[config.mk]
export PLATFORM = sky130hd
export DESIGN_NAME = wheel_speed_period_meter_top
export DESIGN_NICKNAME = d
export VERILOG_FILES = /design/src/wspm_pkg.sv /design/src/wheel_speed_period_meter_top.sv /design/src/wspm_cfg.sv /design/src/wspm_div.sv /design/src/wspm_ctrl.sv
export SDC_FILE = /design/constraint.sdc
export NUM_CORES = 2
export LEC_CHECK = 0
export BUFFER_PORTS_ARGS = -buffer_cell sky130_fd_sc_hd__buf_2
export CAP_MARGIN = 0
export CELL_PAD_IN_SITES_DETAIL_PLACEMENT = 1
export CELL_PAD_IN_SITES_GLOBAL_PLACEMENT = 1
export CORE_ASPECT_RATIO = 0.75
export CORE_UTILIZATION = 48
export DETAILED_ROUTE_END_ITERATION = 6
export GPL_TIMING_DRIVEN = 0
export MAX_ROUTING_LAYER = met4
export PLACE_DENSITY = 0.88
export SYNTH_ARGS = -nofsm -noshare
export SYNTH_HDL_FRONTEND = slang
export SYNTH_HIERARCHICAL = 1
export SYNTH_SLANG_ARGS = --single-unit
[constraint.sdc]
create_clock -name i_clk -period 15.9 [get_ports i_clk]
set_input_delay 2.385 -clock i_clk [delete_from_list [all_inputs] [get_ports i_clk]]
set_output_delay 2.385 -clock i_clk [all_outputs]
set_load 0.01 [all_outputs]
[src/wspm_pkg.sv]
// shared types, constants and codes for the wheel speed period meter
`timescale 1ns / 1ps

package wspm_pkg;

    localparam int DIV_W      = 34;
    localparam int DVS_W      = 32;
    localparam int DIV_STEPS  = DIV_W;
    localparam int DIV_CNT_W  = $clog2(DIV_STEPS);

    localparam logic [17:0] RPM_MAX           = 18'h3FFFF;
    localparam logic [20:0] SPEED_MAX         = 21'd1118482;
    localparam logic [13:0] RPM_SCALE         = 14'd15360;
    // ceil(2^28 / 15), exact for dividends below 2^24
    localparam logic [24:0] SPEED_RECIP       = 25'd17895698;
    localparam int          SPEED_RECIP_SHIFT = 28;
    localparam int          SPEED_PRE_SHIFT   = 10;

    typedef enum logic [2:0] {
        CFG_TICKS_PER_SECOND = 3'd0,
        CFG_MIN_PERIOD_TICKS = 3'd1,
        CFG_TIMEOUT_TICKS    = 3'd2,
        CFG_STARTUP_TICKS    = 3'd3,
        CFG_CIRCUMFERENCE_MM = 3'd4,
        CFG_FILTER_SHIFT     = 3'd5
    } t_cfg_idx;

    typedef struct packed {
        logic [19:0] ticks_per_second;
        logic [31:0] min_period_ticks;
        logic [31:0] timeout_ticks;
        logic [31:0] startup_ticks;
        logic [15:0] circumference_mm;
        logic [3:0]  filter_shift;
    } t_cfg;

    typedef struct packed {
        logic             start;
        logic [DIV_W-1:0] dividend;
        logic [DVS_W-1:0] divisor;
    } t_div_req;

    typedef struct packed {
        logic             done;
        logic [DIV_W-1:0] quotient;
    } t_div_rsp;

    typedef enum logic [2:0] {
        S_IDLE,
        S_EVAL,
        S_RPM_DIV,
        S_FILT,
        S_SPEED_MUL,
        S_SPEED_SCALE,
        S_DONE
    } t_state;

endpackage

[src/wheel_speed_period_meter_top.sv]
// top level of the wheel speed period meter
`timescale 1ns / 1ps
// Wheel speed period meter.
// Input channel (i_in_valid / o_in_ready) carries one pin sample with its
// 32-bit tick timestamp. Output channel (o_out_valid / i_out_ready) returns
// one result per sample: filtered rpm (Q10.8), speed in mm/s and odometer.
// Configuration is a plain write port (i_cfg_we, i_cfg_index, i_cfg_data),
// written by the user while the block is idle; the block does not enforce
// this. Indexes 6 and 7 are ignored. A sample that is not an accepted
// falling edge passes through evaluation, speed multiply and speed scale
// before its result is loaded; an accepted edge first waits on the serial
// divider (one quotient bit per cycle) and the filter. One sample is in work
// at a time, and the next is taken in the cycle after the result is loaded.
// The result sits in an output register; the next sample is taken while it
// waits, and the block holds in its final step if the receiver stalls and
// the register is still full.
// Synchronous active-low reset restores the default configuration, clears
// the rpm average and edge time, and sets the odometer to 1000 mm.

module wheel_speed_period_meter_top (
    input  logic        i_clk,
    input  logic        i_rst_n,
    input  logic        i_in_valid,
    output logic        o_in_ready,
    input  logic        i_pin_level,
    input  logic [31:0] i_now_ticks,
    output logic        o_out_valid,
    input  logic        i_out_ready,
    output logic [17:0] o_rpm_filtered,
    output logic [20:0] o_speed_mm_per_s,
    output logic [31:0] o_odometer_mm,
    input  logic        i_cfg_we,
    input  logic [2:0]  i_cfg_index,
    input  logic [31:0] i_cfg_data
);

    wspm_pkg::t_cfg     w_cfg;
    wspm_pkg::t_div_req w_div_req;
    wspm_pkg::t_div_rsp w_div_rsp;

    wspm_cfg u_cfg (
        .i_clk       (i_clk),
        .i_rst_n     (i_rst_n),
        .i_cfg_we    (i_cfg_we),
        .i_cfg_index (i_cfg_index),
        .i_cfg_data  (i_cfg_data),
        .o_cfg       (w_cfg)
    );

    wspm_div u_div (
        .i_clk   (i_clk),
        .i_rst_n (i_rst_n),
        .i_req   (w_div_req),
        .o_rsp   (w_div_rsp)
    );

    wspm_ctrl u_ctrl (
        .i_clk            (i_clk),
        .i_rst_n          (i_rst_n),
        .i_cfg            (w_cfg),
        .i_in_valid       (i_in_valid),
        .o_in_ready       (o_in_ready),
        .i_pin_level      (i_pin_level),
        .i_now_ticks      (i_now_ticks),
        .o_out_valid      (o_out_valid),
        .i_out_ready      (i_out_ready),
        .o_rpm_filtered   (o_rpm_filtered),
        .o_speed_mm_per_s (o_speed_mm_per_s),
        .o_odometer_mm    (o_odometer_mm),
        .o_div_req        (w_div_req),
        .i_div_rsp        (w_div_rsp)
    );

endmodule

[src/wspm_cfg.sv]
// configuration register file
`timescale 1ns / 1ps

module wspm_cfg (
    input  logic              i_clk,
    input  logic              i_rst_n,
    input  logic              i_cfg_we,
    input  logic [2:0]        i_cfg_index,
    input  logic [31:0]       i_cfg_data,
    output wspm_pkg::t_cfg    o_cfg
);

    wspm_pkg::t_cfg r_cfg;

    always_ff @(posedge i_clk) begin
        if (!i_rst_n) begin
            r_cfg.ticks_per_second <= 20'd10000;
            r_cfg.min_period_ticks <= 32'd1100;
            r_cfg.timeout_ticks    <= 32'd30000;
            r_cfg.startup_ticks    <= 32'd40000;
            r_cfg.circumference_mm <= 16'd2200;
            r_cfg.filter_shift     <= 4'd1;
        end else if (i_cfg_we) begin
            unique case (wspm_pkg::t_cfg_idx'(i_cfg_index))
                wspm_pkg::CFG_TICKS_PER_SECOND: r_cfg.ticks_per_second <= i_cfg_data[19:0];
                wspm_pkg::CFG_MIN_PERIOD_TICKS: r_cfg.min_period_ticks <= i_cfg_data;
                wspm_pkg::CFG_TIMEOUT_TICKS:    r_cfg.timeout_ticks    <= i_cfg_data;
                wspm_pkg::CFG_STARTUP_TICKS:    r_cfg.startup_ticks    <= i_cfg_data;
                wspm_pkg::CFG_CIRCUMFERENCE_MM: r_cfg.circumference_mm <= i_cfg_data[15:0];
                wspm_pkg::CFG_FILTER_SHIFT:     r_cfg.filter_shift     <= i_cfg_data[3:0];
                default: begin
                end
            endcase
        end
    end

    assign o_cfg = r_cfg;

endmodule

[src/wspm_div.sv]
// restoring divider, one quotient bit per cycle
`timescale 1ns / 1ps

module wspm_div (
    input  logic                i_clk,
    input  logic                i_rst_n,
    input  wspm_pkg::t_div_req  i_req,
    output wspm_pkg::t_div_rsp  o_rsp
);

    logic                           r_busy;
    logic                           r_done;
    logic [wspm_pkg::DIV_CNT_W-1:0] r_cnt;
    logic [wspm_pkg::DIV_W-1:0]     r_quo;
    logic [wspm_pkg::DVS_W-1:0]     r_rem;
    logic [wspm_pkg::DVS_W-1:0]     r_dvs;

    logic [wspm_pkg::DVS_W:0]       w_rem_sh;
    logic [wspm_pkg::DVS_W:0]       w_rem_nx;
    logic                           w_ge;

    always_comb begin
        w_rem_sh = {r_rem, r_quo[wspm_pkg::DIV_W-1]};
        w_ge     = (w_rem_sh >= {1'b0, r_dvs});
        w_rem_nx = w_ge ? (w_rem_sh - {1'b0, r_dvs}) : w_rem_sh;
    end

    always_ff @(posedge i_clk) begin
        if (!i_rst_n) begin
            r_busy <= 1'b0;
            r_done <= 1'b0;
            r_cnt  <= '0;
        end else begin
            r_done <= 1'b0;
            if (i_req.start) begin
                r_busy <= 1'b1;
                r_cnt  <= '0;
            end else if (r_busy) begin
                r_cnt <= r_cnt + wspm_pkg::DIV_CNT_W'(1);
                if (r_cnt == wspm_pkg::DIV_CNT_W'(wspm_pkg::DIV_STEPS - 1)) begin
                    r_busy <= 1'b0;
                    r_done <= 1'b1;
                end
            end
        end
    end

    always_ff @(posedge i_clk) begin
        if (i_req.start) begin
            r_quo <= i_req.dividend;
            r_rem <= '0;
            r_dvs <= i_req.divisor;
        end else if (r_busy) begin
            r_quo <= {r_quo[wspm_pkg::DIV_W-2:0], w_ge};
            r_rem <= w_rem_nx[wspm_pkg::DVS_W-1:0];
        end
    end

    assign o_rsp.done     = r_done;
    assign o_rsp.quotient = r_quo;

endmodule

[src/wspm_ctrl.sv]
// sequencer, measurement state and result register
`timescale 1ns / 1ps

module wspm_ctrl (
    input  logic                i_clk,
    input  logic                i_rst_n,
    input  wspm_pkg::t_cfg      i_cfg,
    input  logic                i_in_valid,
    output logic                o_in_ready,
    input  logic                i_pin_level,
    input  logic [31:0]         i_now_ticks,
    output logic                o_out_valid,
    input  logic                i_out_ready,
    output logic [17:0]         o_rpm_filtered,
    output logic [20:0]         o_speed_mm_per_s,
    output logic [31:0]         o_odometer_mm,
    output wspm_pkg::t_div_req  o_div_req,
    input  wspm_pkg::t_div_rsp  i_div_rsp
);

    wspm_pkg::t_state r_state;
    wspm_pkg::t_state n_state;

    logic        r_level;
    logic [31:0] r_now;
    logic        r_prev;
    logic [31:0] r_last;
    logic [17:0] r_avg;
    logic [31:0] r_trip;
    logic [33:0] r_prod;
    logic [48:0] r_scaled;
    logic        r_out_valid;
    logic [17:0] r_out_rpm;
    logic [20:0] r_out_speed;
    logic [31:0] r_out_odo;

    logic [31:0] w_interval;
    logic        w_falling;
    logic        w_edge_ok;
    logic        w_timeout;
    logic [17:0] w_rpm;
    logic        w_avg_hi;
    logic [17:0] w_diff;
    logic [17:0] w_step;
    logic [17:0] w_avg_nx;
    logic [20:0] w_speed_raw;
    logic [20:0] w_speed;
    logic        w_load;
    logic        w_accept;

    always_comb begin
        w_interval = r_now - r_last;
        w_falling  = r_prev & ~r_level;
        w_edge_ok  = w_falling && (w_interval > i_cfg.min_period_ticks);
        w_timeout  = !w_falling && (w_interval > i_cfg.timeout_ticks);

        w_rpm = (i_div_rsp.quotient > 34'(wspm_pkg::RPM_MAX)) ?
                wspm_pkg::RPM_MAX : i_div_rsp.quotient[17:0];
        w_avg_hi = (r_avg >= w_rpm);
        w_diff   = w_avg_hi ? (r_avg - w_rpm) : (w_rpm - r_avg);
        w_step   = w_diff >> i_cfg.filter_shift;
        w_avg_nx = w_avg_hi ? (r_avg - w_step) : (r_avg + w_step);

        w_speed_raw = r_scaled[wspm_pkg::SPEED_RECIP_SHIFT +: 21];
        w_speed     = (w_speed_raw > wspm_pkg::SPEED_MAX) ? wspm_pkg::SPEED_MAX : w_speed_raw;
    end

    // next state
    always_comb begin
        n_state = r_state;
        unique case (r_state)
            wspm_pkg::S_IDLE:        if (i_in_valid) n_state = wspm_pkg::S_EVAL;
            wspm_pkg::S_EVAL:        n_state = w_edge_ok ? wspm_pkg::S_RPM_DIV
                                                         : wspm_pkg::S_SPEED_MUL;
            wspm_pkg::S_RPM_DIV:     if (i_div_rsp.done) n_state = wspm_pkg::S_FILT;
            wspm_pkg::S_FILT:        n_state = wspm_pkg::S_SPEED_MUL;
            wspm_pkg::S_SPEED_MUL:   n_state = wspm_pkg::S_SPEED_SCALE;
            wspm_pkg::S_SPEED_SCALE: n_state = wspm_pkg::S_DONE;
            wspm_pkg::S_DONE:        if (!r_out_valid || i_out_ready) n_state = wspm_pkg::S_IDLE;
            default:                 n_state = wspm_pkg::S_IDLE;
        endcase
    end

    // outputs
    always_comb begin
        o_in_ready         = 1'b0;
        w_load             = 1'b0;
        o_div_req.start    = 1'b0;
        o_div_req.dividend = 34'(i_cfg.ticks_per_second) * 34'(wspm_pkg::RPM_SCALE);
        o_div_req.divisor  = w_interval;
        unique case (r_state)
            wspm_pkg::S_IDLE: o_in_ready      = 1'b1;
            wspm_pkg::S_EVAL: o_div_req.start = w_edge_ok;
            wspm_pkg::S_DONE: w_load          = !r_out_valid || i_out_ready;
            default: begin
            end
        endcase
        w_accept = i_in_valid && o_in_ready;
    end

    always_ff @(posedge i_clk) begin
        if (!i_rst_n) begin
            r_state     <= wspm_pkg::S_IDLE;
            r_out_valid <= 1'b0;
            r_prev      <= 1'b0;
            r_last      <= '0;
            r_avg       <= '0;
            r_trip      <= 32'd1000;
        end else begin
            r_state <= n_state;
            if (w_load) begin
                r_out_valid <= 1'b1;
            end else if (i_out_ready) begin
                r_out_valid <= 1'b0;
            end
            if (r_state == wspm_pkg::S_EVAL) begin
                r_prev <= r_level;
                if (w_edge_ok) begin
                    r_last <= r_now;
                    if (r_now > i_cfg.startup_ticks) begin
                        r_trip <= r_trip + 32'(i_cfg.circumference_mm);
                    end
                end else if (w_timeout) begin
                    r_avg <= '0;
                end
            end
            if (r_state == wspm_pkg::S_FILT) begin
                r_avg <= w_avg_nx;
            end
        end
    end

    always_ff @(posedge i_clk) begin
        if (w_accept) begin
            r_level <= i_pin_level;
            r_now   <= i_now_ticks;
        end
        if (r_state == wspm_pkg::S_SPEED_MUL) begin
            r_prod <= 34'(r_avg) * 34'(i_cfg.circumference_mm);
        end
        if (r_state == wspm_pkg::S_SPEED_SCALE) begin
            r_scaled <= 49'(r_prod[33:wspm_pkg::SPEED_PRE_SHIFT]) * 49'(wspm_pkg::SPEED_RECIP);
        end
        if (w_load) begin
            r_out_rpm   <= r_avg;
            r_out_speed <= w_speed;
            r_out_odo   <= r_trip;
        end
    end

    assign o_out_valid      = r_out_valid;
    assign o_rpm_filtered   = r_out_rpm;
    assign o_speed_mm_per_s = r_out_speed;
    assign o_odometer_mm    = r_out_odo;

endmodule

**After elaboration in Yosys (flattened, before gate mapping)**

Cells that the tools add are included.
W data, S select, Z words.

- Flip-flop bits (word level): 515

- Add/sub/neg operators: 8
- Multipliers: 3
- Order comparisons: 7
- Eq/ne operators: 16
- Shifts and indexed selects: 1
- Muxes and demuxes: 24
- Bitwise logic cells: 4
- Reductions and logical operators: 24

Operator list:

| kind | count |
|---|---|
| $mux W18 | 7 |
| $gt A32 B32 Y1 | 3 |
| $mux W34 | 2 |
| $sub A32 B32 Y32 | 2 |
| $sub A18 B18 Y18 | 3 |
| $mul A24 B24 Y48 const B | 1 |
| $gt A34 B18 Y1 const B | 1 |
| $mul A18 B16 Y34 | 1 |
| $ge A33 B32 Y1 | 1 |
| $add A32 B16 Y32 | 1 |
| $mux W32 | 1 |
| $mul A20 B4 Y24 const B | 1 |
| $gt A21 B21 Y1 const B | 1 |
| $pmux W3 S7 | 1 |
| $add A18 B18 Y18 | 1 |
| $ge A18 B18 Y1 | 1 |
| $shr A18 B4 Y18 | 1 |
| $eq A3 B3 Y1 const B | 5 |
| $reduce_and A2 Y1 | 7 |
| $eq A3 B2 Y1 const B | 4 |
| $mux W3 | 4 |
| $mux W1 | 9 |
| $reduce_and A3 Y1 | 3 |
| $reduce_bool A2 Y1 | 4 |
| other kinds (13) | 22 |

**Logic depth before layout (Yosys ltp)**

- Depth after elaboration: 8
- Mapped depth: 38
- Depth with buffers taken out: 35

**Hierarchy**

The synthesis kept the hierarchy.

By module, submodules not included:

| module | times used | cells each | area an instance (um2) | seq. area each (um2) |
|---|---|---|---|---|
| wspm_ctrl | 1 | 3602 | 32944.1 | 6216.0 |
| wspm_div | 1 | 611 | 6048.3 | 2782.7 |
| wspm_cfg | 1 | 505 | 5167.5 | 2722.6 |

**Worst setup path before layout**

No wires, ideal clock.

- Path type: register to register
- Start: reg u_div/r_quo[33] (netlist bit)
- End: reg u_ctrl.r_avg[16]
- Arrival time: 7211 ps
- Setup slack: 8572 ps
- Stages on the path, launching flop included: 34
- Period minus slack after synthesis: 7328 ps
- Path through: edfxtp_1 > nor4_1 > nand4_1 > clkbuf_1 > or2_2 > ha_1 > a211o_1 > a21oi_4 > nor2_2 > o41ai_4 > mux2_2 > a211o_1 > mux2_2 > and2_1 > nor4b_1 > inv_1 > ha_1 > nor2_1 > xnor2_1 > ha_1 > nor2b_1 > o21ai_0 > a21oi_1 > o21ai_0 > nand2b_1 > a21o_1 > a21o_1 > a21o_1 > nand2_1 > a21oi_1 > a311oi_1 > o21ai_0 > xor2_1 > a32o_1

- Cells in the longest elaborated chain, start to end: 8
- Elaborated cells between the ends (all ways): 11

Ends and longest elaborated chain:

| item | RTL line | RTL |
|---|---|---|
| start, declared | wspm_div.sv:14 | `logic [wspm_pkg::DIV_W-1:0] r_quo;` |
| start signal, assigned | wspm_div.sv:50 | `r_quo <= i_req.dividend;` |
| start signal, assigned | wspm_div.sv:54 | `r_quo <= {r_quo[wspm_pkg::DIV_W-2:0], w_ge};` |
| $gt A34 B18 Y1 * | wspm_ctrl.sv:57 | `w_rpm = (i_div_rsp.quotient > 34'(wspm_pkg::RPM_MAX)) ?` |
| $mux W18 * | wspm_ctrl.sv:57 |  |
| $sub A18 B18 Y18 or $ge A18 B18 Y1 (tied branches) | wspm_ctrl.sv:60, wspm_ctrl.sv:59 |  |
| $mux W18 | wspm_ctrl.sv:60 | `w_diff = w_avg_hi ? (r_avg - w_rpm) : (w_rpm - r_avg);` |
| $shr A18 B4 Y18 | wspm_ctrl.sv:61 | `w_step = w_diff >> i_cfg.filter_shift;` |
| $add A18 B18 Y18 or $sub A18 B18 Y18 (tied branches) | wspm_ctrl.sv:62 | `w_avg_nx = w_avg_hi ? (r_avg - w_step) : (r_avg + w_step);` |
| $mux W18 * | wspm_ctrl.sv:62 |  |
| $mux W18 * | wspm_ctrl.sv:127 | `if (r_state == wspm_pkg::S_FILT) begin` |
| end signal, assigned | wspm_ctrl.sv:128 | `r_avg <= w_avg_nx;` |
| end, declared | wspm_ctrl.sv:28 | `logic [17:0] r_avg;` |

Mark *: on every way between the ends. The rest lies on a longest branch, timed or not.
A chain may end at the register's enable or synchronous reset.

**Worst setup path in the final report**

- Start: reg u_div/r_quo[33] (netlist bit)
- End: reg u_ctrl.r_avg[17]

The elaborated chain is that of the path after synthesis.

==> run metrics <==
Fmax achieved 92.52 MHz; sum of negative setup slack 0 ns; endpoints failing setup 0; Fin. Hold Viols 0; row cnt 95; sequential area share after synthesis 26.54%; vias in the first global route a little over 40000; leak pwr approximately 22 nW; filler cell count between 10000 and 15000; compound-gate portion of the synthesized area 11.59%; CP top delay family simple AND/OR/NAND/NOR gates; DR vias ~38000; final hold slack 0.4568 ns; CTS tree built; critical path class reg2reg; Final HPWL DP between 100000 and 150000 µm; mux contribution to synthesized area between 4 and 5%; unrepaired setup endpoints after global routing no; IO buf count approximately 140; initial core utilization between 40% and 50%; Overall Power ~4.6 mW; non-filler cells in the finished layout 6193; worst clock skew roughly 0.053 ns; placed insts approximately 6100; CTS clk-pin slew, worst paths 0.07 ns; flops & latches, synth 478; HP Class reg2reg; largest net degree at the start of global routing 36; initial antenna violation count 7; Worst Path Required 16.44 ns; DIE AREA around 0.093 mm²; area of the mapped netlist around 0.044 mm²; ratio of cells with drive above 1 in the final layout roughly 7.7%; drt pass-1 iters 6; H-Tree Depth 2; met3 Usage GRT between 5 and 6%; DR iter-0 viols just over 3000; Max stage delay on crit path approximately 0.92 ns; Data arrival, critical path 11.35 ns; Detail Route Antenna Nets 0; most frequent cells in the layout inv_1, ha_1, nand2_1; CP max stage cell nor4b_1; Area Growth Syn to Fin 9.438%; Reg area approximately 0.012 mm²; Final min period 10.81 ns; I/O pins approximately 150; simple-gate share of the synthesized area between 10% and 20%; post-CTS resize count 0; post-CTS setup buffer count 0; Cells after Synth about 4700; Netlist cell types 96; Via density 6.061; Slew HR 13.41%; Post-Synth XOR/XNOR Area under 10%; Critical Path Sink Type flip-flop; Worst Tran Pin Value roughly 1.3 ns; Clk Latency, worst-skew pair around 0.66 ns; DIE WIDTH 352.2 µm; syn_area_per_cell 9.360 µm²; final global-route overflow total 0; yosys warns 6; core area between 0.09 and 0.1 mm²; hold_buf cts 0; P per Cell Area 94.76 mW/mm²; VDD IR max a little over 0.09 mV; fin nets roughly 5900; MaxCap Viol Count 0; EDFF count, synth roughly 220; gr usage total approximately a third; grt peak-use layer met2; Die Y-Extent 264.7 µm; post-synthesis async set-or-reset flop share 0%; Multi-input gate area 0.02929 mm²; Critical path buffers and inverters 3; Clock Tree Root clkbuf_16; clock sink total between 400 and 500; CTS buffer count 53; CP Max Fanout 10; Pins Over Slew Limit 0; first-pass GRT wire length approximately 240000 µm; run status complete, no violations; Final GP Congestion slightly below 1; commonest non-fill, non-tap cell in the layout inv_1; met1 usage 42.21%; drt drc 0; predominant post-synthesis flop cell dfxtp_1; GRT met2 Usage between 50% and 60%; drt total wl 155100 µm; Avg WL per Cell around 25 µm; fin crit share 67.97%; clock tree buffer depth 3; Critical Path Start Type flip-flop; largest family of logic cells by synthesized area adder cells; Synth Area in Adders approximately a third
-- cell type report --
| class | count | area share [%] |
|---|---|---|
| Timing Repair Buffer | 148 | 1.693 |
| Clock inverter | 27 | 0.5023 |
| Sequential cell | 478 | 24.25 |
| Tap cell | 1212 | 3.138 |
| Buffer | 193 | 1.833 |
| Multi-Input combinational cell | 3437 | 60.61 |
| Clock buffer | 72 | 3.128 |
| Antenna cell | 7 | 0.03625 |
| Inverter | 619 | 4.808 |
-- synthesized netlist by cell type, types with 9 or more instances --
library cell / instances / area, µm²
or3_1: 19 / 118.9
clkbuf_1: 141 / 529.3
o31ai_1: 10 / 75.07
o31a_1: 9 / 78.83
o21bai_1: 21 / 157.7
ha_1: 574 / 7182
o21ai_0: 126 / 630.6
xnor2_1: 105 / 919.6
a211o_1: 10 / 87.58
nand2b_1: 47 / 294.0
o22ai_1: 12 / 75.07
nor3_1: 64 / 320.3
inv_1: 617 / 2316
a22oi_1: 16 / 120.1
a211oi_1: 35 / 262.8
buf_4: 21 / 157.7
or2_2: 27 / 168.9
mux2i_1: 156 / 1562
a21oi_1: 223 / 1116
a311oi_1: 21 / 183.9
mux2_2: 36 / 405.4
dfxtp_1: 263 / 5265
buf_2: 23 / 115.1
a21boi_0: 11 / 82.58
nand2_1: 566 / 2125
a32oi_1: 10 / 87.58
o211ai_1: 21 / 157.7
and3_1: 22 / 137.6
nand3_1: 61 / 305.3
fa_1: 340 / 6807
nand4_1: 69 / 431.7
a31oi_1: 20 / 125.1
xor2_1: 70 / 613.1
a21o_1: 74 / 555.5
nor2b_1: 86 / 538.0
edfxtp_1: 215 / 6456
o21a_1: 57 / 427.9
nor4_1: 16 / 100.1
nor2_1: 240 / 900.9
and2_1: 118 / 738.2
-- registers in the layout, summed over array words and instances (netlist names), 21 cells and up --
signal                   cells
u_ctrl/r_last               32
u_ctrl/r_now                32
u_ctrl/o_speed_mm_per_s     21
u_cfg/o_cfg                136
u_ctrl/o_odometer_mm        32
u_ctrl/r_trip               32
u_div/r_rem                 32
u_div/r_dvs                 32
u_ctrl/r_prod               24
u_ctrl/r_scaled             21
u_div/r_quo                 34
-- worst paths after layout --
| check | start | end | slack, ns | depth (start not counted) |
|---|---|---|---|---|
| worst max register to register | u_div/r_quo[33] | u_ctrl/r_avg[17] | 5.09 | 34 |
| worst min-delay path | u_ctrl/r_last[4] | u_ctrl/r_last[4] | 0.46 | 2 |
| worst max-delay path | u_div/r_quo[33] | u_ctrl/r_avg[17] | 5.09 | 34 |
| worst min register to register | u_ctrl/r_last[4] | u_ctrl/r_last[4] | 0.46 | 2 |
-- worst min-delay path: stages (launching register included) --
cell     delay (ns)
dfxtp_1        0.31
nand2_1        0.05
a21oi_1        0.05
-- where the power goes --
| part | switching [mW] | total (mW) | leakage [nW] | internal (mW) |
|---|---|---|---|---|
| logic | 1.11 | 1.84 | 17.3 | 0.732 |
| clock network | 0.562 | 1.27 | 0.872 | 0.705 |
| registers | 0.0863 | 1.47 | 4.13 | 1.38 |
| total | 1.76 | 4.58 | 22.3 | 2.82 |
-- layer usage --
layer	vias to the layer above	wire length (µm)
li1	16410	-
met3	474	12340
met2	1723	71650
met4	0	7100
met5	-	0
met1	18930	63960
-- cell families after synthesis --
logic type	after synthesis
simple gates	1378
fa+ha+maj	914
buf+inv	812
compound gates	766
flops	478
mux	193
xor+xnor	176
other cells	1
-- through the flow --
stage          area, µm²  util [%]  worst slack (ns)
3_5_place_dp       46550     51.53             5.886
3_3_place_gp       46420     51.38             6.218
5_1_grt            48330     53.49             4.947
6_report           48330     53.50             5.092
4_1_cts            48310     53.48             5.680
2_1_floorplan      44190         -             8.572
(Power assumes the default switching activity.)
